[src/rtl/nsc_pkg.sv]
// Shared types and constants of the NMEA sentence checker.
package nsc_pkg;

  localparam int MAX_LINE = 128;
  localparam int LINE_W   = $clog2(MAX_LINE);

  localparam logic [7:0] CH_DOLLAR = 8'h24;
  localparam logic [7:0] CH_STAR   = 8'h2A;
  localparam logic [7:0] CH_CR     = 8'h0D;
  localparam logic [7:0] CH_LF     = 8'h0A;
  localparam logic [7:0] CH_G      = 8'h47;
  localparam logic [7:0] CH_A      = 8'h41;
  localparam logic [7:0] CH_COMMA  = 8'h2C;
  localparam logic [7:0] CH_NUL    = 8'h00;

  typedef enum logic [1:0] {
    STATUS_NONE     = 2'd0,
    STATUS_TOO_LONG = 2'd1,
    STATUS_BAD_SUM  = 2'd2,
    STATUS_VALID    = 2'd3
  } status_t;

  typedef struct packed {
    status_t status;
    logic    gga_flag;
  } nsc_result_t;

endpackage

[src/rtl/nsc_line_tracker.sv]
// Running per-line state: length, checksum, hex digits and GGA search.
module nsc_line_tracker
  import nsc_pkg::*;
(
  input  logic        clk,
  input  logic        rst,
  input  logic        en,
  input  logic [7:0]  data,
  output nsc_result_t result
);

  logic [LINE_W-1:0] line_count, line_count_next;
  logic              start_ok, start_ok_next;
  logic [7:0]        xor_acc, xor_acc_next;
  logic              star_seen, star_seen_next;
  logic [1:0]        digits_after_star, digits_after_star_next;
  logic [3:0]        first_digit, first_digit_next;
  logic              digits_valid, digits_valid_next;
  logic              text_ended, text_ended_next;
  logic [1:0]        gga_match, gga_match_next;
  logic              gga_seen, gga_seen_next;

  // Bit 4 set means the byte is not a hex digit.
  function automatic logic [4:0] hex_value(input logic [7:0] c);
    logic [4:0] v;
    v = 5'h10;
    if (c >= 8'h30 && c <= 8'h39) v = {1'b0, 4'(c - 8'h30)};
    else if (c >= 8'h41 && c <= 8'h46) v = {1'b0, 4'(c - 8'h37)};
    else if (c >= 8'h61 && c <= 8'h66) v = {1'b0, 4'(c - 8'h57)};
    return v;
  endfunction

  logic [4:0] hex;
  logic       sentence_ok;

  assign hex = hex_value(data);
  assign sentence_ok = start_ok && star_seen && (digits_after_star == 2'd2) && digits_valid;

  always_comb begin
    line_count_next        = line_count;
    start_ok_next          = start_ok;
    xor_acc_next           = xor_acc;
    star_seen_next         = star_seen;
    digits_after_star_next = digits_after_star;
    first_digit_next       = first_digit;
    digits_valid_next      = digits_valid;
    text_ended_next        = text_ended;
    gga_match_next         = gga_match;
    gga_seen_next          = gga_seen;
    result.status          = STATUS_NONE;
    result.gga_flag        = 1'b0;

    if (data == CH_CR) begin
      // Carriage returns leave everything untouched.
    end else if (data != CH_LF) begin
      if (line_count >= LINE_W'(MAX_LINE - 1)) begin
        line_count_next        = '0;
        start_ok_next          = 1'b0;
        xor_acc_next           = '0;
        star_seen_next         = 1'b0;
        digits_after_star_next = '0;
        first_digit_next       = '0;
        digits_valid_next      = 1'b1;
        text_ended_next        = 1'b0;
        gga_match_next         = '0;
        gga_seen_next          = 1'b0;
        result.status          = STATUS_TOO_LONG;
      end else begin
        line_count_next = line_count + LINE_W'(1);
        if (!text_ended) begin
          if (data == CH_NUL) begin
            text_ended_next = 1'b1;
          end else begin
            if (gga_match == 2'd3 && data == CH_COMMA) begin
              gga_seen_next  = 1'b1;
              gga_match_next = 2'd0;
            end else if (gga_match == 2'd2 && data == CH_A) begin
              gga_match_next = 2'd3;
            end else if (data == CH_G) begin
              gga_match_next = (gga_match == 2'd1 || gga_match == 2'd2) ? 2'd2 : 2'd1;
            end else begin
              gga_match_next = 2'd0;
            end

            if (line_count == '0) begin
              start_ok_next = (data == CH_DOLLAR);
            end else if (!star_seen) begin
              if (data == CH_STAR) star_seen_next = 1'b1;
              else xor_acc_next = xor_acc ^ data;
            end else if (digits_after_star == 2'd0) begin
              if (hex[4]) digits_valid_next = 1'b0;
              else first_digit_next = hex[3:0];
              digits_after_star_next = 2'd1;
            end else if (digits_after_star == 2'd1) begin
              if (hex[4] || {first_digit, hex[3:0]} != xor_acc) digits_valid_next = 1'b0;
              digits_after_star_next = 2'd2;
            end
          end
        end
      end
    end else if (line_count != '0) begin
      if (sentence_ok) begin
        result.status   = STATUS_VALID;
        result.gga_flag = gga_seen;
      end else begin
        result.status = STATUS_BAD_SUM;
      end
      line_count_next        = '0;
      start_ok_next          = 1'b0;
      xor_acc_next           = '0;
      star_seen_next         = 1'b0;
      digits_after_star_next = '0;
      first_digit_next       = '0;
      digits_valid_next      = 1'b1;
      text_ended_next        = 1'b0;
      gga_match_next         = '0;
      gga_seen_next          = 1'b0;
    end
  end

  always_ff @(posedge clk) begin
    if (rst) begin
      line_count        <= '0;
      start_ok          <= 1'b0;
      xor_acc           <= '0;
      star_seen         <= 1'b0;
      digits_after_star <= '0;
      first_digit       <= '0;
      digits_valid      <= 1'b1;
      text_ended        <= 1'b0;
      gga_match         <= '0;
      gga_seen          <= 1'b0;
    end else if (en) begin
      line_count        <= line_count_next;
      start_ok          <= start_ok_next;
      xor_acc           <= xor_acc_next;
      star_seen         <= star_seen_next;
      digits_after_star <= digits_after_star_next;
      first_digit       <= first_digit_next;
      digits_valid      <= digits_valid_next;
      text_ended        <= text_ended_next;
      gga_match         <= gga_match_next;
      gga_seen          <= gga_seen_next;
    end
  end

  // A newline always leaves an empty line behind.
  a_lf_clears: assert property (@(posedge clk) disable iff (rst)
    en && data == CH_LF |=> line_count == '0 && !star_seen && !gga_seen)
    else $error("line state not cleared after newline");

  // Digits are only counted once the star has been seen.
  a_digits_need_star: assert property (@(posedge clk) disable iff (rst)
    digits_after_star != 2'd0 |-> star_seen)
    else $error("checksum digits counted without a star");

  // Any text state implies at least one byte was stored.
  a_text_has_length: assert property (@(posedge clk) disable iff (rst)
    (star_seen || gga_match != 2'd0 || text_ended) |-> line_count != '0)
    else $error("text state set on an empty line");

  // A carriage return must not disturb the line.
  a_cr_holds: assert property (@(posedge clk) disable iff (rst)
    en && data == CH_CR |=> $stable(line_count) && $stable(xor_acc) && $stable(gga_match))
    else $error("carriage return changed line state");

  // The line length never goes beyond MAX_LINE - 1 bytes.
  a_count_bound: assert property (@(posedge clk) disable iff (rst)
    1'b1 |-> line_count <= LINE_W'(MAX_LINE - 1))
    else $error("line count beyond limit");

endmodule

[config.mk]
export PLATFORM = sky130hd
export DESIGN_NAME = nsc_line_tracker
export DESIGN_NICKNAME = d
export VERILOG_FILES = /design/src/rtl/nsc_pkg.sv /design/src/rtl/nsc_line_tracker.sv
export SDC_FILE = /design/constraint.sdc
export NUM_CORES = 1
export LEC_CHECK = 0
export ABC_AREA = 1
export BUFFER_PORTS_ARGS = -buffer_cell sky130_fd_sc_hd__buf_4
export CORE_UTILIZATION = 30
export DETAILED_ROUTE_END_ITERATION = 8
export PLACE_DENSITY = 0.51
export SLEW_MARGIN = 0
export SYNTH_ARGS = -nofsm -noshare
export SYNTH_HDL_FRONTEND = slang
export SYNTH_SLANG_ARGS = --single-unit
[constraint.sdc]
create_clock -name clk -period 2.1 [get_ports clk]
set_clock_uncertainty 0.2 [all_clocks]
set_input_delay 0.105 -clock clk [delete_from_list [all_inputs] [get_ports clk]]
set_output_delay 0.105 -clock clk [all_outputs]
set_load 0.01 [all_outputs]
# Word-level counts from Yosys, hierarchy flattened
# Index checks and enable logic that the tools add are counted.
# totals
input_bits,11
regBits,28
# op_classes
magnitude_cmp,7
mux,80
n_reduce_logical,24
eq_ne,26
n_bitwise,2
n_addsub,4
# op_table
op,count
$mux 8,8
$mux 1,37
$mux 2,18
$mux 4,9
$eq 8x6->1 const B,3
$mux 7,3
$reduce_and 6->1,3
$eq 8x7->1 const B,2
$ge 8x7->1 const B,2
$le 8x7->1 const B,2
$reduce_and 8->1,2
$mux 5,3
$ne 3x2->1 const B,4
$reduce_and 10->1,1
$ne 3x1->1 const B,3
$ne 3x3->1 const B,3
$reduce_and 9->1,1
$eq 8x4->1 const B,1
$ge 8x6->1 const B,1
$le 8x6->1 const B,1
$logic_and 1x1->1,8
$logic_not 8->1,1
$ne 4x1->1 const B,2
$ne 8x4->1 const B,1
other kinds (18),24

# Logic depth before layout (Yosys ltp)
# Gate-level depths: netlist (run 1).
# depth
word_depth,16
mapped_depth,16

# Worst setup path after synthesis (run 1)
# Ideal clock, no wire load.
# synth_timing
path_kind,register to register
startpoint,register line_count[0]
endpoint,register first_digit[0]
n_path_buf,0
setup_slack_ns,0.071
setup_ns,0.130
required_time_ns,1.770
path_stages_with_launch,15
t_arrival_ns,1.698
cell_sequence,dfxtp_1 ha_1 nand2_1 nor2_1 inv_1 o21ai_0 nand2_1 nand2_2 o21ai_2 a21oi_4 nand2_2 nor2_4 o21ai_1 nand2_1 a21oi_1
# synth_via
elab_chain_cells,3
elab_cells_between_ends,13
classes_between,1 x order compare; 6 x eq/ne; 2 x mux; 4 x reduce/logical
# synth_rtl
element,line,source
from (decl),nsc_line_tracker.sv:12,"logic [LINE_W-1:0] line_count, line_count_next;"
from (signal assigned),nsc_line_tracker.sv:134,line_count <= line_count_next;
$ge 7x7->1 (tied with other cells),nsc_line_tracker.sv:56,if (line_count >= LINE_W'(MAX_LINE - 1)) begin
$ne 3x1->1 (no line) (tied with other cells),n/a,
$reduce_and 9->1 (no line) or $mux 4 (tied branches),n/a,
to (signal assigned),nsc_line_tracker.sv:139,first_digit <= first_digit_next;
to (decl),nsc_line_tracker.sv:17,"logic [3:0] first_digit, first_digit_next;"
# Parallel ways exist; a longest one is shown, timed or not.
# A chain may end at the register's enable or synchronous reset.

# Worst setup path in the final report (run 1)
# layout_timing
startpoint,register line_count[0]
endpoint,register xor_acc[5]
# layout_via
elab_chain_cells,3
elab_cells_between_ends,12
classes_between,1 x order compare; 5 x eq/ne; 2 x mux; 4 x reduce/logical
# layout_rtl
element,line,source
$ge 7x7->1 (tied with other cells),nsc_line_tracker.sv:56,
$ne 3x3->1 (no line) (tied with other cells),n/a,
$reduce_and 8->1 (no line) or $mux 8 (tied branches),n/a,
to (signal assigned),nsc_line_tracker.sv:136,xor_acc <= xor_acc_next;
to (decl),nsc_line_tracker.sv:14,"logic [7:0] xor_acc, xor_acc_next;"
# Parallel ways exist; a longest one is shown, timed or not.

==> results of run 1 <==
[worst paths after layout]
| kind | start | to | slack [ns] | depth (start not counted) |
|---|---|---|---|---|
| worst min register to register | gga_seen$_SDFFE_PP0P_ | gga_seen$_SDFFE_PP0P_ | 0.27 | 2 |
| worst max register to register | line_count[0]$_SDFFE_PP0P_ | xor_acc[5]$_SDFFE_PP0P_ | -0.03 | 14 |
| worst min-delay path | data[0] | xor_acc[0]$_SDFFE_PP0P_ | 0.05 | 4 |
| worst max-delay path | line_count[0]$_SDFFE_PP0P_ | xor_acc[5]$_SDFFE_PP0P_ | -0.03 | 14 |
[power by group through the flow]
stage               Sequential (mW)  Clock [mW]  Combinational, mW
detailed placement            0.579           0              0.284
global placement              0.579           0              0.283
CTS                           0.567       0.351              0.290
floorplan                     0.576           0              0.177
global route                  0.572       0.369              0.346
finish                        0.569       0.341              0.310
[what timing repair did]
item                                    in CTS  in global routing
hold buffers                                 1                  0
resized for setup                            3                 27
pin swaps                                    0                 18
endpoints found under the setup margin      11                 21
endpoints found under the hold margin        8                  0
setup buffers                                0                  6
[worst max-delay path: stages, from the launching register on]
cell and delay (ns):
dfxtp_4 0.38, ha_4 0.13, nand2_2 0.05, nor2_2 0.07, inv_1 0.05, o21ai_1 0.06, nand2_1 0.11, nand2_4 0.13
o21ai_4 0.08, a21oi_4 0.21, o21ai_4 0.13, buf_12 0.16, nor2_4 0.09, xnor2_2 0.11, nor2_1 0.06
[kinds of logic after synthesis]
kind of cell,synth area share [%]
DFF,29.42
adders and majority gates,5.909
buffers and inverters,10.31
xor gates and xnor gates,5.056
and+or+nand+nor,36.97
AOI/OAI and AO/OA,12.34
[per-layer routing]
metal	vias up	part of all wire (%)	track usage, %
li1	1015	-	-
met1	823	49	19.93
met2	23	48	27.17
met3	4	2.3	2.778
met4	0	0.62	2.807
met5	-	0	0
[cells in the final DEF, fill, tap and decap left out, types with 6 or more instances in the layout]
| cell type | n |
|---|---|
| a21oi_1 | 13 |
| buf_4 | 47 |
| dfxtp_1 | 26 |
| ha_1 | 8 |
| inv_1 | 38 |
| nand2_1 | 62 |
| nand3_1 | 17 |
| nand4_1 | 8 |
| nor2_1 | 29 |
| nor2_4 | 9 |
| nor3_1 | 9 |
| o21ai_0 | 13 |
| xnor2_1 | 6 |
[flip-flops by register name, indices dropped and copies added (netlist names), 2 cells and up]
signal             cells
line_count             7
gga_match              2
xor_acc                8
digits_after_star      2
first_digit            4
[synthesized netlist by cell type, drive strengths merged]
master / number / area, µm²
nand2: 67 / 264.0
buf: 4 / 25.02
inv: 44 / 167.7
nor3b: 1 / 7.510
nand3: 19 / 105.1
a211oi: 5 / 37.54
a21oi: 14 / 81.33
xnor2: 7 / 61.31
dfxtp: 28 / 560.5
xor2: 4 / 35.03
nand4: 8 / 50.05
nor3: 11 / 55.05
clkbuf: 1 / 3.750
or2: 1 / 6.260
ha: 9 / 112.6
nor2: 41 / 216.5
a41oi: 1 / 8.760
o21ai: 20 / 107.6
[cell type report]
cell class              instances  area share [%]
multi-input cells             208           49.41
flip-flops and latches         28           22.18
repair buffers                 51           15.90
inverters                      44           6.673
well taps                      75           3.680
clock buffers                   4           2.159
==> results.cfg, run 1 <==
[status]
status = finished with violations
violations = setup timing

[floorplan]
start_util_pct = 31.62
dieHeight_um = 81.70
io_pins = 14
die_area_um2 = 6675
core-area_um2 = 6026
rows = 28
dieWidth_um = 81.70

[clocking]
htreeDepth = 1
clkLatencyLatePin_ns = 0.27
cts_sinks = 28
clkTransAtPathRegs_ns = 0.10
cts_tree = yes
cts_max_path_buffers = 2
cts_buffers = 3
root_buffer = clkbuf_8

[routing]
wirelength_um = 4674
detail_route.iter0.violations = 62
avgRoutedWirePerCell_um = 11.40
ant_nets = 0
drc_errors = 0
viasPerCell = 4.549
dr.pass1.iters = 4
num_vias = 1865

[worst_setup_path]
cp.arrival_ns = 2.11
startpoint_type = register
path_class = reg2reg
path_max_fanout = 5
setup.worst_path.end_class = register
required_ns = 2.08

[power_and_ir_drop]
swShare_pct = 29.69
combPwrFrac_pct = 25.4
power_frac_seq_pct = 46.6
power_frac_clock_pct = 28.0
p_sw_mw = 0.3622
leakage_nw = 1.116
power_density_nw_per_um2 = 478.4
p_int_mw = 0.8578
total_power_mw = 1.220
vdd_drop_max_mv = 0.3521

[placement]
place_inst = 399
placed_area_um2 = 2313
place_ws_ns = -0.05069
gp_congestion = 0.8305
dp.final_hpwl_um = 3745
io_buffer_count = 13

[layout]
area_growth_pct = 33.82
drive_gt1_share_pct = 28.06
n_antenna_cell = 0
finalNonFillerCells = 410
fillers = 647
multi_input_comb_area_um2 = 1260
fin_area_um2 = 2550
fin_util_pct = 42.32
regArea_um2 = 565.5
layout.nets = 356

[sta]
finalHoldWorstSlack_ns = 0.04677
finalWorstPathRequiredPeriod_ns = 2.129
rsz0062_at_grt = yes
period_share_pct = 101.4
max_slew_margin_pct = 77.30
slew_violations = 0
fmax_ghz = 0.4698
setup_ws_ns = -0.02873
setup_viol = 3
finalHoldViolations = 0
tightest_slew_ns = 0.3379
fin_tns_setup_ns = -0.05264

[synth]
synth_fp_nets = 305
synth_area_um2 = 1906
ys_seq_area_share_pct = 29.42
yosys_warnings = 0
synth-seq-cells = 28
synth_area_per_cell_um2 = 6.686
synth_cell_types = 30
syn_inst = 285

[global_route]
grt_pass1_vias = 1769
antenna_found_initial = 0
grt_usage_pct = 15.51
grt_pass1_wl_um = 8031
grt_max_degree = 16
grt_overflow = 0

[job]
drv_cap = 0

[min_path]
hold_class = in2reg
Note: power is estimated with default switching activity, not from simulation.
==> inputs of run 2 (changes only) <==
ABC_AREA = 0   (was 1)
GPL_ROUTABILITY_DRIVEN = 0   (was unset)
==> run 2 against run 1 <==
Net effect:
- sequential power fell by 1%
- the run now ends clean
- largest power group unchanged
- wire length is 2.3% higher
- critical path type is now reg2out
- critical path depth decreased by 7
- maximum frequency is 5.5% higher
- sequential share of layout area up 0.75 points
==> results.cfg, run 2 <==
[synth]
ys_async_sr_fraction_pct = 0
syn_inst = 213
synth_top_area_share_pct = 31.15
synth-main-ff-cell = dfxtp_1
synth-seq-cells = 28
synth_area_um2 = 1799
synth_fp_nets = 233
synth.largest_area_cell = dfxtp_1
synth_area_leaders = dfxtp_1 31%, xnor2_1 6.8%, ha_1 6.3%
synth_area_per_cell_um2 = 8.447
post-synth-top-count-cell = nor2_1
yosys_warnings = 0
synth_common_cells = 29 x nor2_1, 28 x dfxtp_1, 22 x a21oi_1
ys_seq_area_share_pct = 31.15
synth_cell_types = 50
synth_edf_count = 0

[sta]
slew_violations = 0
setup_ws_ns = 0.08316
fmax_ghz = 0.4958
period_share_pct = 96.04
finalHoldWorstSlack_ns = 0.09384
tightest_slew_ns = 0.4395
fin_tns_setup_ns = 0
finalHoldViolations = 0
finalWorstPathRequiredPeriod_ns = 2.017
setup_viol = 0
max_slew_margin_pct = 70.29

[clocking]
cts_sinks = 28
cts_max_path_buffers = 2
cts_buffers = 3
cts_tree = yes
clkLatencyLatePin_ns = 0.27
clkTransAtPathRegs_ns = 0.10
htreeDepth = 1
root_buffer = clkbuf_8

[floorplan]
start_util_pct = 31.89
die_area_um2 = 6312
rows = 27
dieWidth_um = 79.45
io_pins = 14
dieHeight_um = 79.45
core-area_um2 = 5642

[power_and_ir_drop]
swShare_pct = 27.30
combPwrFrac_pct = 24.5
power_frac_seq_pct = 47.3
p_int_mw = 0.8623
vdd_drop_max_mv = 0.2583
power_density_nw_per_um2 = 481.0
leakage_nw = 0.9700
power_frac_clock_pct = 28.1
p_sw_mw = 0.3239

[worst_setup_path]
crit_chain = buf_4, ha_4, a21oi_2, o31a_1, buf_4, a21oi_1, buf_4
required_ns = 1.79
critPathBufInv = 3
slowest_stage = dfxtp_2
startpoint_type = register
cp.arrival_ns = 1.71
path_max_fanout = 4
setup.worst_path.end_class = output port
cpLargestDelayFamily = compound AO/OA/AOI/OAI gates
path_common_cell = buf_4
path_class = reg2out
critPathMaxStageDelay_ns = 0.33

[routing]
detail_route.iter0.violations = 101
ant_nets = 0
avgRoutedWirePerCell_um = 13.94
wirelength_um = 4780
drc_errors = 0
num_vias = 1708
viasPerCell = 4.980
dr.pass1.iters = 4

[layout]
layout_top_registers = xor_acc: 8 flops, line_count: 7 flops, first_digit: 4 flops
finalNonFillerCells = 343
final_cell_mix = 59 x buf_4, 28 x nor2_1, 24 x dfxtp_1
top_register = xor_acc
drive_gt1_share_pct = 34.32
largest_reg_flops = 8
final_common_cell = buf_4
area_growth_pct = 37.07
layout.nets = 292
fillers = 558
multi_input_comb_area_um2 = 1254
fin_util_pct = 43.71
regArea_um2 = 565.5
n_antenna_cell = 0

[global_route]
met2_usage_pct = 26.24
grt_overflow = 0
use_met3_pct = 2.743
grt_pass1_wl_um = 8038
grt_usage_pct = 16.39
gr-usage-met1_pct = 23.10
grt_max_degree = 17
grt_pass1_vias = 1679
antenna_found_initial = 0
busiest_layer = met2

[placement]
io_buffer_count = 13
place_inst = 336
dp.final_hpwl_um = 3647
place_ws_ns = -0.08775

[status]
status = finished, final reports clean

[min_path]
hold_class = in2reg

[job]
drv_cap = 0
## run 2: cell families (layout without fill, tap and decap cells)
family | after synthesis | count (layout) | share of synthesized area (%)
buffers and inverters | 15 | 73 | 4.520
adders and majority gates | 9 | 9 | 6.259
xor gates and xnor gates | 19 | 19 | 9.249
DFF | 28 | 28 | 31.15
muxes | 5 | 5 | 2.782
AOI/OAI and AO/OA | 52 | 52 | 19.61
and+or+nand+nor | 85 | 85 | 26.42
## run 2: area by class of cell
type	count	area share (%)
tap	72	3.653
clock buffer	4	2.232
timing repair buffer	62	19.28
inverter	7	1.065
sequential	28	22.93
multi-input combinational	170	50.84
## run 2: worst min-delay path, stage by stage
cell and delay, ns:
buf_4 0.10, buf_4 0.11, nor4_1 0.04, mux2i_1 0.12, nor2_1 0.05
## run 2: per-stage QoR
stage          cell area, µm²  total power [mW]
3_5_place_dp             2283            0.8257
2_1_floorplan            1805            0.7122
4_1_cts                  2381             1.178
6_report                 2466             1.186
5_1_grt                  2466             1.251
3_3_place_gp             2283            0.8252
## run 2: power by group through the flow
stage	clock [mW]	combinational, mW	sequential (mW)
after floorplan	0	0.140	0.572
after global placement	0	0.253	0.572
after detailed placement	0	0.254	0.572
after CTS	0.351	0.267	0.560
after global routing	0.369	0.319	0.563
final	0.334	0.291	0.561
## run 2: layer usage
layer / part of all wire (%) / wire (µm)
met2: 46 / 2216
met1: 50 / 2388
met3: 2.9 / 140
met5: 0 / 0
met4: 0.71 / 34
## run 2: what timing repair did
| action | in CTS | in global routing |
|---|---|---|
| buffers inserted | 1 | 1 |
| hold buffers | 1 | 0 |
| hold endpoints to repair | 9 | 0 |
| setup endpoints to repair | 17 | 20 |
| pin swaps | 1 | 7 |
| resized for setup | 9 | 16 |
## run 2: worst paths after layout
path / from / to / slack [ns] / cells past startpoint
max: line_count[1]$_SDFFE_PP0P_ / result[1] / 0.08 / 7
min: data[5] / gga_match[1]$_SDFFE_PP0P_ / 0.09 / 5
max reg2reg: line_count[0]$_SDFFE_PP0P_ / digits_valid$_SDFFE_PP1P_ / 0.09 / 7
min reg2reg: gga_seen$_SDFFE_PP0P_ / gga_seen$_SDFFE_PP0P_ / 0.29 / 2
